**config.mk**
```make
export PLATFORM = sky130hd
export DESIGN_NAME = serial_ring_buffer_xon_xoff_core
export DESIGN_NICKNAME = d
export VERILOG_FILES = /design/src/hw/rtl/srb_xon_pkg.sv /design/src/hw/rtl/srb_xon_ctrl.sv /design/src/hw/rtl/srb_xon_datapath.sv /design/src/hw/rtl/serial_ring_buffer_xon_xoff_core.sv
export SDC_FILE = /design/constraint.sdc
export NUM_CORES = 2
export LEC_CHECK = 0
export ABC_AREA = 1
export BUFFER_PORTS_ARGS = -buffer_cell sky130_fd_sc_hd__buf_2
export CAP_MARGIN = 10
export CORE_UTILIZATION = 40
export CTS_CLUSTER_DIAMETER = 80
export CTS_CLUSTER_SIZE = 14
export DETAILED_ROUTE_END_ITERATION = 8
export HOLD_SLACK_MARGIN = 0.06
export SYNTH_ARGS = -nofsm -noshare
export SYNTH_HDL_FRONTEND = slang
export SYNTH_SLANG_ARGS = --single-unit
export TNS_END_PERCENT = 1
```
**constraint.sdc**
```tcl
create_clock -name clk -period 8.3 [get_ports clk]
set_input_delay 0.83 -clock clk [delete_from_list [all_inputs] [get_ports clk]]
set_output_delay 0.83 -clock clk [all_outputs]
set_load 0.02 [all_outputs]
```
**src/hw/rtl/srb_xon_pkg.sv**
```systemverilog
package srb_xon_pkg;

    localparam int DataW = 8;
    localparam int CodeW = 5;
    localparam int KindW = 3;
    localparam int StatW = 3;
    localparam int CfgIdxW = 3;
    localparam int OutTdataW = 32;

    localparam logic [DataW-1:0] XOFF_BYTE = 8'h13;
    localparam logic [DataW-1:0] XON_BYTE = 8'h11;

    localparam logic [DataW-1:0] RST_FLOW_THRESHOLD = 8'd65;
    localparam logic [CodeW-1:0] RST_STOP_CODE = 5'd0;
    localparam logic [CodeW-1:0] RST_RESUME_CODE = 5'd1;
    localparam logic [CodeW-1:0] RST_STATUS_CODE = 5'd2;
    localparam logic [CodeW-1:0] RST_SUPER_CODE = 5'd3;
    localparam logic [DataW-1:0] RST_RASTER_START = 8'd4;
    localparam logic [DataW-1:0] RST_RASTER_END = 8'd5;

    typedef enum logic [KindW-1:0] {
        KIND_LINE_RX     = 3'd0,
        KIND_PROTO_READ  = 3'd1,
        KIND_RASTER_READ = 3'd2,
        KIND_TX_WRITE    = 3'd3,
        KIND_LINE_READY  = 3'd4
    } kind_t;

    typedef enum logic [StatW-1:0] {
        RSTAT_OK          = 3'd0,
        RSTAT_EMPTY       = 3'd1,
        RSTAT_RASTER_BUSY = 3'd2,
        RSTAT_NOT_RASTER  = 3'd3,
        RSTAT_RASTER_IN   = 3'd4,
        RSTAT_RASTER_OUT  = 3'd5,
        RSTAT_TX_FULL     = 3'd6
    } read_status_t;

    typedef enum logic [1:0] {
        STOP_NONE     = 2'd0,
        STOP_REQUEST  = 2'd1,
        STOP_INVALID  = 2'd2,
        STOP_OVERFLOW = 2'd3
    } stop_reason_t;

    typedef enum logic [1:0] {
        EV_NONE        = 2'd0,
        EV_RESUME      = 2'd1,
        EV_STATUS      = 2'd2,
        EV_SUPERSTATUS = 2'd3
    } host_event_t;

    typedef enum logic [CfgIdxW-1:0] {
        CFG_FLOW_THRESHOLD = 3'd0,
        CFG_STOP_CODE      = 3'd1,
        CFG_RESUME_CODE    = 3'd2,
        CFG_STATUS_CODE    = 3'd3,
        CFG_SUPER_CODE     = 3'd4,
        CFG_RASTER_START   = 3'd5,
        CFG_RASTER_END     = 3'd6
    } cfg_index_t;

    typedef struct packed {
        logic capture;
        logic execute;
        logic finish;
    } srb_cmd_t;

    typedef struct packed {
        logic             data_available;
        logic [1:0]       host_event;
        logic [1:0]       stop_reason;
        logic [DataW-1:0] line_byte;
        logic             line_valid;
        logic [StatW-1:0] read_status;
        logic [DataW-1:0] read_data;
    } srb_result_t;

endpackage

```
**src/hw/rtl/srb_xon_ctrl.sv**
```systemverilog
module srb_xon_ctrl
    import srb_xon_pkg::*;
(
    input  logic     clk,
    input  logic     rst_n,
    input  logic     s_axis_tvalid,
    output logic     s_axis_tready,
    output logic     m_axis_tvalid,
    input  logic     m_axis_tready,
    output srb_cmd_t cmd
);

    typedef enum logic [2:0] {
        S_IDLE = 3'b001,
        S_EXEC = 3'b010,
        S_WRAP = 3'b100
    } state_t;

    state_t state_reg, state_next;
    logic   m_valid_reg, m_valid_next;
    logic   out_free;

    assign out_free = !m_valid_reg || m_axis_tready;
    assign s_axis_tready = (state_reg == S_IDLE);
    assign m_axis_tvalid = m_valid_reg;

    always_comb
    begin
        state_next = state_reg;
        cmd = '0;
        unique case (state_reg)
            S_IDLE:
            begin
                if (s_axis_tvalid)
                begin
                    cmd.capture = 1'b1;
                    state_next = S_EXEC;
                end
            end
            S_EXEC:
            begin
                cmd.execute = 1'b1;
                state_next = S_WRAP;
            end
            S_WRAP:
            begin
                if (out_free)
                begin
                    cmd.finish = 1'b1;
                    state_next = S_IDLE;
                end
            end
            default:
            begin
                state_next = S_IDLE;
            end
        endcase
    end

    always_comb
    begin
        m_valid_next = m_valid_reg;
        if (cmd.finish)
        begin
            m_valid_next = 1'b1;
        end
        else if (m_axis_tready)
        begin
            m_valid_next = 1'b0;
        end
    end

    always_ff @(posedge clk or negedge rst_n)
    begin
        if (!rst_n)
        begin
            state_reg <= S_IDLE;
            m_valid_reg <= 1'b0;
        end
        else
        begin
            state_reg <= state_next;
            m_valid_reg <= m_valid_next;
        end
    end

    a_capture_to_exec: assert property (@(posedge clk) disable iff (!rst_n)
        cmd.capture |=> state_reg == S_EXEC)
        else $error("capture not followed by execute");

    a_finish_sets_valid: assert property (@(posedge clk) disable iff (!rst_n)
        cmd.finish |=> m_axis_tvalid && state_reg == S_IDLE)
        else $error("finished result not presented");

    a_no_overwrite: assert property (@(posedge clk) disable iff (!rst_n)
        cmd.finish |-> (!m_valid_reg || m_axis_tready))
        else $error("result register overwritten before transfer");

endmodule

```
**src/hw/rtl/srb_xon_datapath.sv**
```systemverilog
module srb_xon_datapath
    import srb_xon_pkg::*;
#(
    parameter int RX_DEPTH = 256,
    parameter int TX_DEPTH = 128
)
(
    input  logic               clk,
    input  logic               rst_n,
    input  srb_cmd_t           cmd,
    input  logic [KindW-1:0]   in_kind,
    input  logic [DataW-1:0]   in_byte,
    input  logic               cfg_we,
    input  logic [CfgIdxW-1:0] cfg_index,
    input  logic [DataW-1:0]   cfg_data,
    output srb_result_t        result
);

    localparam int RxAw = $clog2(RX_DEPTH);
    localparam int TxAw = $clog2(TX_DEPTH);
    localparam logic [RxAw-1:0] RxLast = RxAw'(RX_DEPTH - 1);
    localparam logic [TxAw-1:0] TxLast = TxAw'(TX_DEPTH - 1);

    logic [DataW-1:0] flow_threshold_reg;
    logic [CodeW-1:0] stop_code_reg, resume_code_reg, status_code_reg, super_code_reg;
    logic [DataW-1:0] raster_start_reg, raster_end_reg;

    logic [DataW-1:0] rx_mem [RX_DEPTH];
    logic [DataW-1:0] tx_mem [TX_DEPTH];
    logic [DataW-1:0] rx_q_reg, tx_q_reg;

    logic [RxAw-1:0] rx_wp_reg, rx_wp_next, rx_rp_reg, rx_rp_next;
    logic [RxAw-1:0] rx_free_reg, rx_free_next;
    logic [TxAw-1:0] tx_wp_reg, tx_wp_next, tx_rp_reg, tx_rp_next;
    logic xoff_reg, xoff_next, xon_reg, xon_next;
    logic raster_reg, raster_next;

    logic [KindW-1:0] kind_reg;
    logic [DataW-1:0] byte_reg;

    logic [StatW-1:0] rstat_reg, rstat_next;
    logic [1:0]       stop_reg, stop_next, ev_reg, ev_next;
    logic             lvalid_reg, lvalid_next;
    logic [DataW-1:0] lbyte_reg, lbyte_next;
    logic             pop_rx_reg, pop_rx_next, pop_tx_reg, pop_tx_next;

    logic             rx_we, tx_we;
    logic [RxAw-1:0]  rx_wp_inc, rx_rp_inc;
    logic [TxAw-1:0]  tx_wp_inc, tx_rp_inc;
    logic             at_threshold, rx_empty;
    srb_result_t      result_reg, result_next;

    assign rx_wp_inc = (rx_wp_reg == RxLast) ? '0 : rx_wp_reg + 1'b1;
    assign rx_rp_inc = (rx_rp_reg == RxLast) ? '0 : rx_rp_reg + 1'b1;
    assign tx_wp_inc = (tx_wp_reg == TxLast) ? '0 : tx_wp_reg + 1'b1;
    assign tx_rp_inc = (tx_rp_reg == TxLast) ? '0 : tx_rp_reg + 1'b1;
    assign at_threshold = (DataW'(rx_free_reg) == flow_threshold_reg);
    assign rx_empty = (rx_rp_reg == rx_wp_reg);

    // configuration registers
    always_ff @(posedge clk or negedge rst_n)
    begin
        if (!rst_n)
        begin
            flow_threshold_reg <= RST_FLOW_THRESHOLD;
            stop_code_reg <= RST_STOP_CODE;
            resume_code_reg <= RST_RESUME_CODE;
            status_code_reg <= RST_STATUS_CODE;
            super_code_reg <= RST_SUPER_CODE;
            raster_start_reg <= RST_RASTER_START;
            raster_end_reg <= RST_RASTER_END;
        end
        else if (cfg_we)
        begin
            unique case (cfg_index)
                CFG_FLOW_THRESHOLD: flow_threshold_reg <= cfg_data;
                CFG_STOP_CODE:      stop_code_reg <= cfg_data[CodeW-1:0];
                CFG_RESUME_CODE:    resume_code_reg <= cfg_data[CodeW-1:0];
                CFG_STATUS_CODE:    status_code_reg <= cfg_data[CodeW-1:0];
                CFG_SUPER_CODE:     super_code_reg <= cfg_data[CodeW-1:0];
                CFG_RASTER_START:   raster_start_reg <= cfg_data;
                CFG_RASTER_END:     raster_end_reg <= cfg_data;
                default:            ;
            endcase
        end
    end

    // execute step: pointer and flag updates, memory access
    always_comb
    begin
        rx_wp_next = rx_wp_reg;
        rx_rp_next = rx_rp_reg;
        rx_free_next = rx_free_reg;
        tx_wp_next = tx_wp_reg;
        tx_rp_next = tx_rp_reg;
        xoff_next = xoff_reg;
        xon_next = xon_reg;
        rstat_next = RSTAT_OK;
        stop_next = STOP_NONE;
        ev_next = EV_NONE;
        lvalid_next = 1'b0;
        lbyte_next = '0;
        pop_rx_next = 1'b0;
        pop_tx_next = 1'b0;
        rx_we = 1'b0;
        tx_we = 1'b0;
        case (kind_reg) inside
            KIND_LINE_RX:
            begin
                if (byte_reg[DataW-1:CodeW] == '0)
                begin
                    if (byte_reg[CodeW-1:0] == stop_code_reg)
                        stop_next = STOP_REQUEST;
                    else if (byte_reg[CodeW-1:0] == resume_code_reg)
                        ev_next = EV_RESUME;
                    else if (byte_reg[CodeW-1:0] == status_code_reg)
                        ev_next = EV_STATUS;
                    else if (byte_reg[CodeW-1:0] == super_code_reg)
                        ev_next = EV_SUPERSTATUS;
                    else
                        stop_next = STOP_INVALID;
                end
                else
                begin
                    if (at_threshold)
                        xoff_next = 1'b1;
                    if (rx_wp_inc == rx_rp_reg)
                    begin
                        stop_next = STOP_OVERFLOW;
                    end
                    else
                    begin
                        rx_we = 1'b1;
                        rx_wp_next = rx_wp_inc;
                        if (rx_free_reg != '0)
                            rx_free_next = rx_free_reg - 1'b1;
                    end
                end
            end
            KIND_PROTO_READ, KIND_RASTER_READ:
            begin
                if ((kind_reg == KIND_PROTO_READ) && raster_reg)
                    rstat_next = RSTAT_RASTER_BUSY;
                else if ((kind_reg == KIND_RASTER_READ) && !raster_reg)
                    rstat_next = RSTAT_NOT_RASTER;
                else if (rx_empty)
                    rstat_next = RSTAT_EMPTY;
                else
                begin
                    pop_rx_next = 1'b1;
                    rx_rp_next = rx_rp_inc;
                    if (at_threshold)
                        xon_next = 1'b1;
                    if (rx_free_reg != RxLast)
                        rx_free_next = rx_free_reg + 1'b1;
                end
            end
            KIND_TX_WRITE:
            begin
                if (tx_wp_inc == tx_rp_reg)
                begin
                    rstat_next = RSTAT_TX_FULL;
                end
                else
                begin
                    tx_we = 1'b1;
                    tx_wp_next = tx_wp_inc;
                end
            end
            KIND_LINE_READY:
            begin
                if (xoff_reg)
                begin
                    xoff_next = 1'b0;
                    lvalid_next = 1'b1;
                    lbyte_next = XOFF_BYTE;
                end
                else if (xon_reg)
                begin
                    xon_next = 1'b0;
                    lvalid_next = 1'b1;
                    lbyte_next = XON_BYTE;
                end
                else if (tx_rp_reg != tx_wp_reg)
                begin
                    lvalid_next = 1'b1;
                    pop_tx_next = 1'b1;
                    tx_rp_next = tx_rp_inc;
                end
            end
            default:
            begin
            end
        endcase
    end

    // finish step: result assembly and data-dependent raster handling
    always_comb
    begin
        raster_next = raster_reg;
        result_next.read_data = '0;
        result_next.read_status = rstat_reg;
        result_next.line_valid = lvalid_reg;
        result_next.line_byte = pop_tx_reg ? tx_q_reg : lbyte_reg;
        result_next.stop_reason = stop_reg;
        result_next.host_event = ev_reg;
        result_next.data_available = !rx_empty;
        if (pop_rx_reg)
        begin
            if ((kind_reg == KIND_PROTO_READ) && (rx_q_reg == raster_start_reg))
            begin
                raster_next = 1'b1;
                result_next.read_status = RSTAT_RASTER_IN;
            end
            else if ((kind_reg == KIND_RASTER_READ) && (rx_q_reg == raster_end_reg))
            begin
                raster_next = 1'b0;
                result_next.read_status = RSTAT_RASTER_OUT;
            end
            else
            begin
                result_next.read_data = rx_q_reg;
            end
        end
    end

    always_ff @(posedge clk)
    begin
        if (cmd.execute)
        begin
            rx_q_reg <= rx_mem[rx_rp_reg];
            if (rx_we)
                rx_mem[rx_wp_reg] <= byte_reg;
        end
    end

    always_ff @(posedge clk)
    begin
        if (cmd.execute)
        begin
            tx_q_reg <= tx_mem[tx_rp_reg];
            if (tx_we)
                tx_mem[tx_wp_reg] <= byte_reg;
        end
    end

    always_ff @(posedge clk)
    begin
        if (cmd.capture)
        begin
            byte_reg <= in_byte;
        end
        if (cmd.execute)
        begin
            rstat_reg <= rstat_next;
            stop_reg <= stop_next;
            ev_reg <= ev_next;
            lvalid_reg <= lvalid_next;
            lbyte_reg <= lbyte_next;
        end
        if (cmd.finish)
        begin
            result_reg <= result_next;
        end
    end

    always_ff @(posedge clk or negedge rst_n)
    begin
        if (!rst_n)
        begin
            kind_reg <= '0;
            rx_wp_reg <= '0;
            rx_rp_reg <= '0;
            rx_free_reg <= RxLast;
            tx_wp_reg <= '0;
            tx_rp_reg <= '0;
            xoff_reg <= 1'b0;
            xon_reg <= 1'b0;
            raster_reg <= 1'b0;
            pop_rx_reg <= 1'b0;
            pop_tx_reg <= 1'b0;
        end
        else
        begin
            if (cmd.capture)
            begin
                kind_reg <= in_kind;
            end
            if (cmd.execute)
            begin
                rx_wp_reg <= rx_wp_next;
                rx_rp_reg <= rx_rp_next;
                rx_free_reg <= rx_free_next;
                tx_wp_reg <= tx_wp_next;
                tx_rp_reg <= tx_rp_next;
                xoff_reg <= xoff_next;
                xon_reg <= xon_next;
                pop_rx_reg <= pop_rx_next;
                pop_tx_reg <= pop_tx_next;
            end
            if (cmd.finish)
            begin
                raster_reg <= raster_next;
            end
        end
    end

    assign result = result_reg;

    a_empty_all_free: assert property (@(posedge clk) disable iff (!rst_n)
        (rx_rp_reg == rx_wp_reg) |-> (rx_free_reg == RxLast))
        else $error("empty receive ring with slots missing");

    a_raster_only_on_finish: assert property (@(posedge clk) disable iff (!rst_n)
        !cmd.finish |=> $stable(raster_reg))
        else $error("raster mode changed outside finish step");

    a_one_rx_pointer_moves: assert property (@(posedge clk) disable iff (!rst_n)
        !($changed(rx_wp_reg) && $changed(rx_rp_reg)))
        else $error("both receive pointers moved in one step");

endmodule

```
**src/hw/rtl/serial_ring_buffer_xon_xoff_core.sv**
```systemverilog
// Serial link buffer engine with XON/XOFF receive flow control.
// Input stream: s_axis_tuser carries the event kind (line byte received,
// protocol read, raster read, transmit write, line ready), s_axis_tdata the
// byte. Every input transfer yields exactly one result transfer on m_axis.
// Configuration: cfg_valid/cfg_ready write cfg_data into the register at
// cfg_index (0 flow threshold, 1..4 command codes, 5/6 raster markers);
// cfg_ready is always high, writes take effect on the next cycle.
// Steps from the input transfer to m_axis_tvalid: capture on the accepting
// edge, ring update with registered memory read, result assembly.
// One item is in flight at a time, through the three-step controller
// sequence; the next input is accepted the cycle after the result is loaded.
// A result waiting on m_axis does not block the next input transfer; a new
// result is only loaded once the waiting one has been taken, so a stalled
// receiver holds the block in its final step and backs up s_axis.
// Reset: rings empty, pointers zero, free count RX_DEPTH-1, XON/XOFF and
// raster flags clear, registers at their default values. Ring contents are
// not cleared; an entry may be read before it is written, but such data is never used.
module serial_ring_buffer_xon_xoff_core
    import srb_xon_pkg::*;
#(
    parameter int RX_DEPTH = 256,
    parameter int TX_DEPTH = 128
)
(
    input  logic                 clk,
    input  logic                 rst_n,
    input  logic                 s_axis_tvalid,
    output logic                 s_axis_tready,
    input  logic [DataW-1:0]     s_axis_tdata,  // [7:0] data_byte
    input  logic [KindW-1:0]     s_axis_tuser,  // [2:0] kind
    output logic                 m_axis_tvalid,
    input  logic                 m_axis_tready,
    // [7:0] read_data, [10:8] read_status, [11] line_valid, [19:12] line_byte,
    // [21:20] stop_reason, [23:22] host_event, [24] data_available, rest zero
    output logic [OutTdataW-1:0] m_axis_tdata,
    input  logic                 cfg_valid,
    output logic                 cfg_ready,
    input  logic [CfgIdxW-1:0]   cfg_index,
    input  logic [DataW-1:0]     cfg_data
);

    srb_cmd_t    cmd;
    srb_result_t result;

    assign cfg_ready = 1'b1;
    assign m_axis_tdata = OutTdataW'(result);

    srb_xon_ctrl u_ctrl (
        .clk           (clk),
        .rst_n         (rst_n),
        .s_axis_tvalid (s_axis_tvalid),
        .s_axis_tready (s_axis_tready),
        .m_axis_tvalid (m_axis_tvalid),
        .m_axis_tready (m_axis_tready),
        .cmd           (cmd)
    );

    srb_xon_datapath #(
        .RX_DEPTH (RX_DEPTH),
        .TX_DEPTH (TX_DEPTH)
    ) u_datapath (
        .clk       (clk),
        .rst_n     (rst_n),
        .cmd       (cmd),
        .in_kind   (s_axis_tuser),
        .in_byte   (s_axis_tdata),
        .cfg_we    (cfg_valid && cfg_ready),
        .cfg_index (cfg_index),
        .cfg_data  (cfg_data),
        .result    (result)
    );

endmodule

```
### Word level (Yosys, flattened, before mapping)

Memories as Yosys holds them, arrays and structs flattened. A register that Yosys moved wholly into a read port is not among the register bits.
Cells that the tools add are included.

* register bits: 143
* memory bits (writable): 3072
* output and inout port bits: 35
* word-level logic and storage cells: 230
* memories kept: 2

Memory list
* u_datapath.rx_mem: depth 256, width 8, read ports 1, clocked after Yosys merged registers in 1, wr ports 1, RTL line srb_xon_datapath.sv:28 `logic [DataW-1:0] rx_mem [RX_DEPTH];`
* u_datapath.tx_mem: depth 128, width 8, read ports 1, clocked after Yosys merged registers in 1, wr ports 1, RTL line srb_xon_datapath.sv:29 `logic [DataW-1:0] tx_mem [TX_DEPTH];`

* $add $sub $neg: 6
* equality and inequality tests: 46
* muxes and demuxes: 88
* bitwise operators: 13
* reductions and logical operators: 40

Operators by type and width (count)
* 8-bit two-way mux: 14
* 1-bit two-way mux: 51
* 8-bit equality test: 5
* 3-bit two-way mux: 9
* 8-bit by 1-bit adder with 8-bit output, second input constant: 3
* 5-bit equality test: 4
* 2-bit != test, second input constant: 10
* 9-bit AND reduction: 2
* 8-bit equality test, second input constant: 2
* 2-bit two-way mux: 8
* 2-bit AND reduction: 8
* 3-bit by 2-bit equality test with 1-bit output, second input constant: 5
* 3-bit equality test, second input constant: 5
* 7-bit by 1-bit adder with 7-bit output, second input constant: 2
* 7-bit equality test, second input constant: 2
* 7-bit two-way mux: 2
* 2-bit by 1-bit != test with 1-bit output, second input constant: 7
* 1-bit inverter: 13
* 6-bit AND reduction: 2
* 2-bit nonzero test: 6
* 11-bit two-way mux: 1
* 5-bit two-way mux: 2
* 3-bit by 1-bit equality test with 1-bit output, second input constant: 3
* 3-bit zero test: 3
* 18 further kinds: 24

### Longest topological paths before layout

* word-level depth: 10
* depth in mapped cells: 18

### By module

From an unflattened synthesis, not the netlist that was laid out.

* cells, all modules: 12085
* area total of the unflattened synthesis: 134500.2 um2

By module, submodules not included
* srb_xon_datapath: times used 1, cells an instance 12049, area each 134230.0 um2, sequential area each 96293.6 um2
* srb_xon_ctrl: times used 1, cells an instance 26, area each 202.7 um2, sequential area each 101.3 um2
* serial_ring_buffer_xon_xoff_core: times used 1, cells an instance 10, area each 67.6 um2, sequential area each 0.0 um2

### Worst setup path after synthesis

Ideal clock, no wire load.

* path type: flip-flop to flip-flop
* start point: register u_datapath.byte_reg[6]
* end point: memory u_datapath.rx_mem[11][0] (enable)
* library setup time: 0.370 ns
* data arrival time: 6.702 ns
* required time: 7.930 ns
* slack: 1.228 ns
* stages on the path, launching flop included: 7
* path buffers: 2
* period minus slack after synthesis: 7.072 ns
* cell sequence: edfxtp_1 > nor3_1 > nor3_1 > buf_2 > nand4_2 > buf_4 > nor2_1

* longest elaborated chain between the ends: 6

RTL lines
* from (decl): RTL line srb_xon_datapath.sv:39 `logic [DataW-1:0] byte_reg;`
* from (signal assigned): RTL line srb_xon_datapath.sv:251 `byte_reg <= in_byte;`
* 3-bit zero test: RTL line srb_xon_datapath.sv:110 `if (byte_reg[DataW-1:CodeW] == '0)`
* 1-bit two-way mux: RTL line srb_xon_datapath.sv:110
* 1-bit two-way mux: RTL line srb_xon_datapath.sv:107 `case (kind_reg) inside`
* 1-bit two-way mux: RTL line srb_xon_datapath.sv:232 `if (rx_we)`
* 1-bit two-way mux: RTL line srb_xon_datapath.sv:229 `if (cmd.execute)`
* 1-bit two-way mux (implied by the code): RTL line srb_xon_datapath.sv:233 `rx_mem[rx_wp_reg] <= byte_reg;`
* to (decl): RTL line srb_xon_datapath.sv:28

No other way between the ends.

### Final worst setup path

* start point: register u_datapath.rx_rp_reg[4]
* end point: memory u_datapath.rx_mem[194][2] (enable)

* longest elaborated chain between the ends: 7

RTL lines
* from (decl): RTL line srb_xon_datapath.sv:32 `logic [RxAw-1:0] rx_wp_reg, rx_wp_next, rx_rp_reg, rx_rp_next;`
* from (signal assigned): RTL line srb_xon_datapath.sv:292 `rx_rp_reg <= rx_rp_next;`
* 8-bit equality test: RTL line srb_xon_datapath.sv:127 `if (rx_wp_inc == rx_rp_reg)`
* 1-bit two-way mux: RTL line srb_xon_datapath.sv:127
* 1-bit two-way mux: RTL line srb_xon_datapath.sv:110
* 1-bit two-way mux: RTL line srb_xon_datapath.sv:107
* 1-bit two-way mux: RTL line srb_xon_datapath.sv:232
* 1-bit two-way mux: RTL line srb_xon_datapath.sv:229
* 1-bit two-way mux (implied by the code): RTL line srb_xon_datapath.sv:233

No other way between the ends.

==> out/metrics.csv <==
metric;value;unit
finalWeightedCongestion;0.894;
clock_sinks;3225;
hold_class;input port to flop;
dp_hpwl;212;mm
async_flop_share;2.91;%
synth_seq_cells;3225;
rrSetupSlack;3160;ps
peakVddDrop;0.000246;V
maxCapViolCount;0;
cts_buffers;273;
period_share;62.0;%
ant_nets;0;
slew_headroom;6.82;%
grt_max_degree;229;
postCtsSetupRepairBufs;0;
drive_above_1_share;5.35;%
rsz0062_at_grt;false;
fill_cells;30700;
p_leak;51.5;nW
maxSlewViolCount;0;
seq_area_frac_synth;71.9;%
grt_pass1_wl;547;mm
cts_tree;built;
port_buffers;53;
cp.arrival;5610;ps
max_clock_freq;194;MHz
grt_overflow;0;
syn_to_final_growth;8.78;%
syn-instance-count;12000;
min_to;u_datapath.byte_reg[2]$_DFFE_PP_;
coreArea;0.333;mm²
min-delay-start;s_axis_tdata[2];
nNetsFinal;11800;
syn_area_per_cell;11.2;µm²
post_dp_cell_area;0.138;mm²
drt_iter0_drc;11100;
final.min_clock_period;5140;ps
cts_resized;0;
cp.required;8770;ps
synth.distinct_cells;39;
synth_warnings;0;
path_clk_slew;70;ps
setup_tns;0;ps
drc;0;
r2r_start;u_datapath.rx_rp_reg[4]$_DFFE_PN0P_;
r2r-end;u_datapath.rx_mem[194][2]$_DFFE_PP_;
largest_reg_flops;2048;
clk_path_buf_depth;4;
reg2regPathDepth;14;
final_area;0.146;mm²
setup_viol;0;
path_max_fanout;68;
start_util;40.2;%
synth_edf_count;3131;
hold_viol_final;0;
powerDensity;275;mW/mm²
dieArea;0.337;mm²
wl_per_cell;22.9;µm
syn_area;0.134;mm²
antenna_found_initial;18;
status;finished, final reports clean;
rows;212;
die_x;581;µm
root_buffer;clkbuf_16;
end_kind;flop;
cp-start-kind;flop;
grt_usage;21.4;%
viasPerCell;5.41;
worst_pin_slew;1390;ps
die_h;581;µm
clk_latency;880;ps
synth_ff_type;edfxtp_1;
drt_wl_total;372;mm
grt_pass1_vias;83000;
drt_pass1_iterations;9;
vias;87700;
fin_worst_skew;69.4;ps
ios;62;
min_path_cells;1;
htree_levels;5;
critPathKind;flop to flop;
utilization;43.7;%
## synthesized netlist by cell type (4+ instances only)
cell type     n  area (µm²)
a21oi_1     166         831
and3_1       10        62.6
buf_1        88         330
buf_2       120         601
buf_4        23         173
clkbuf_1    492        1850
clkinv_1      4        15.0
dfrtp_1      76        1900
dfstp_2      18         473
edfxtp_1   3131       94000
ha_1         13         163
inv_1       563        2110
inv_2         5        18.8
nand2_1    2660        9980
nand2_2       8        50.1
nand3_1    1006        5030
nand4_1      40         250
nand4_2       9         113
nor2_1     2088        7840
nor3_1       72         360
nor4_1       10        62.6
o211ai_1    137        1030
o21ai_0    1041        5210
o22ai_1      78         488
or2_2        65         407
xnor2_1      17         149
xor2_1       42         368
## layer usage
layer / GRT usage, % / up-vias / share of wire (%)
met2: 33.4 / 3814 / 45
li1: - / 40500 / -
met1: 31.3 / 42800 / 43
met4: 5.70 / 4 / 2.5
met3: 3.29 / 547 / 8.9
met5: 0 / - / 0.0062
## logic make-up (layout without fill, tap and decap cells)
group           count (synthesis)  in the layout  share of synthesized area (%)
simple gates                 5974           5974                           18.1
flops                        3225           3225                           71.9
compound gates               1429           1429                           5.68
buf+inv                      1295           1113                           3.80
xor+xnor                       59             59                          0.386
fa+ha+maj                      14             14                          0.136
other cells                     2             13                        0.00560
## worst max-delay path by stage
stage,from,to,slack [ps],depth (start not counted)
floorplan,u_datapath.byte_reg[6]$_DFFE_PP_,u_datapath.rx_mem[11][0]$_DFFE_PP_,1230,6
global placement,u_datapath.rx_rp_reg[4]$_DFFE_PN0P_,u_datapath.rx_mem[210][6]$_DFFE_PP_,3230,14
detailed placement,u_datapath.rx_wp_reg[0]$_DFFE_PN0P_,u_datapath.rx_mem[205][7]$_DFFE_PP_,3190,13
CTS,u_datapath.rx_wp_reg[0]$_DFFE_PN0P_,u_datapath.rx_mem[205][2]$_DFFE_PP_,3180,13
global route,u_datapath.rx_rp_reg[4]$_DFFE_PN0P_,u_datapath.rx_mem[205][2]$_DFFE_PP_,2920,14
finish,u_datapath.rx_rp_reg[4]$_DFFE_PN0P_,u_datapath.rx_mem[194][2]$_DFFE_PP_,3160,14
## report_power, final
group | total, W | switching (W) | internal, W
sequential | 0.0190 | 0.000265 | 0.0188
clock | 0.0117 | 0.00558 | 0.00616
combinational | 0.00937 | 0.00719 | 0.00218
## layout by cell type, fill, tap and decap left out, types with 40 or more instances in the layout
cell,count
a21oi_1,166
buf_2,52
buf_4,115
clkbuf_1,54
clkbuf_16,282
dfrtp_1,68
edfxtp_1,3131
inv_1,556
nand2_1,2652
nand3_1,997
nand4_1,40
nor2_1,2085
nor3_1,71
o211ai_1,137
o21ai_0,1041
o22ai_1,78
or2_2,65
xor2_1,42
## through the flow
step / cells / hold slack [ps] / setup slack (ps) / power, W
after floorplan: 12000 / 400 / 1230 / 0.0253
after global placement: 15900 / 404 / 3230 / 0.0287
after detailed placement: 15900 / 417 / 3190 / 0.0287
after CTS: 16200 / 93.7 / 3180 / 0.0402
after global routing: 16200 / 118 / 2920 / 0.0417
final: 16200 / 153 / 3160 / 0.0401
## repair_timing
item | in CTS | in global routing
endpoints found under the hold margin | 34 | 0
setup endpoints to repair | 0 | 0
hold buffers | 1 | 0
## worst max-delay path: stages, from the launching register on
cell and delay, ps:
dfrtp_4 840, inv_2 130, buf_4 760, nand2_1 200, nand3_1 150, nand2_1 80, nand2_1 60, nor2_1 40
nand2_1 70, nor2_2 60, nand2_2 560, nand2_2 370, nor2_4 320, nand2_2 370, nor2_1 690
## area by class of cell
cell class                 count  area, µm²  share of cell area [%]
sequential                  3225      96400                    66.1
multi-input combinational   7484      32700                    22.4
clock buffer                 336       7260                    4.98
tap                         4387       5490                    3.77
inverter                     572       2190                    1.50
timing repair buffer         191       1590                    1.09
clock inverter                14        176                   0.121
antenna                        5       12.5                 0.00858
Note: power is estimated with default switching activity, not from simulation.
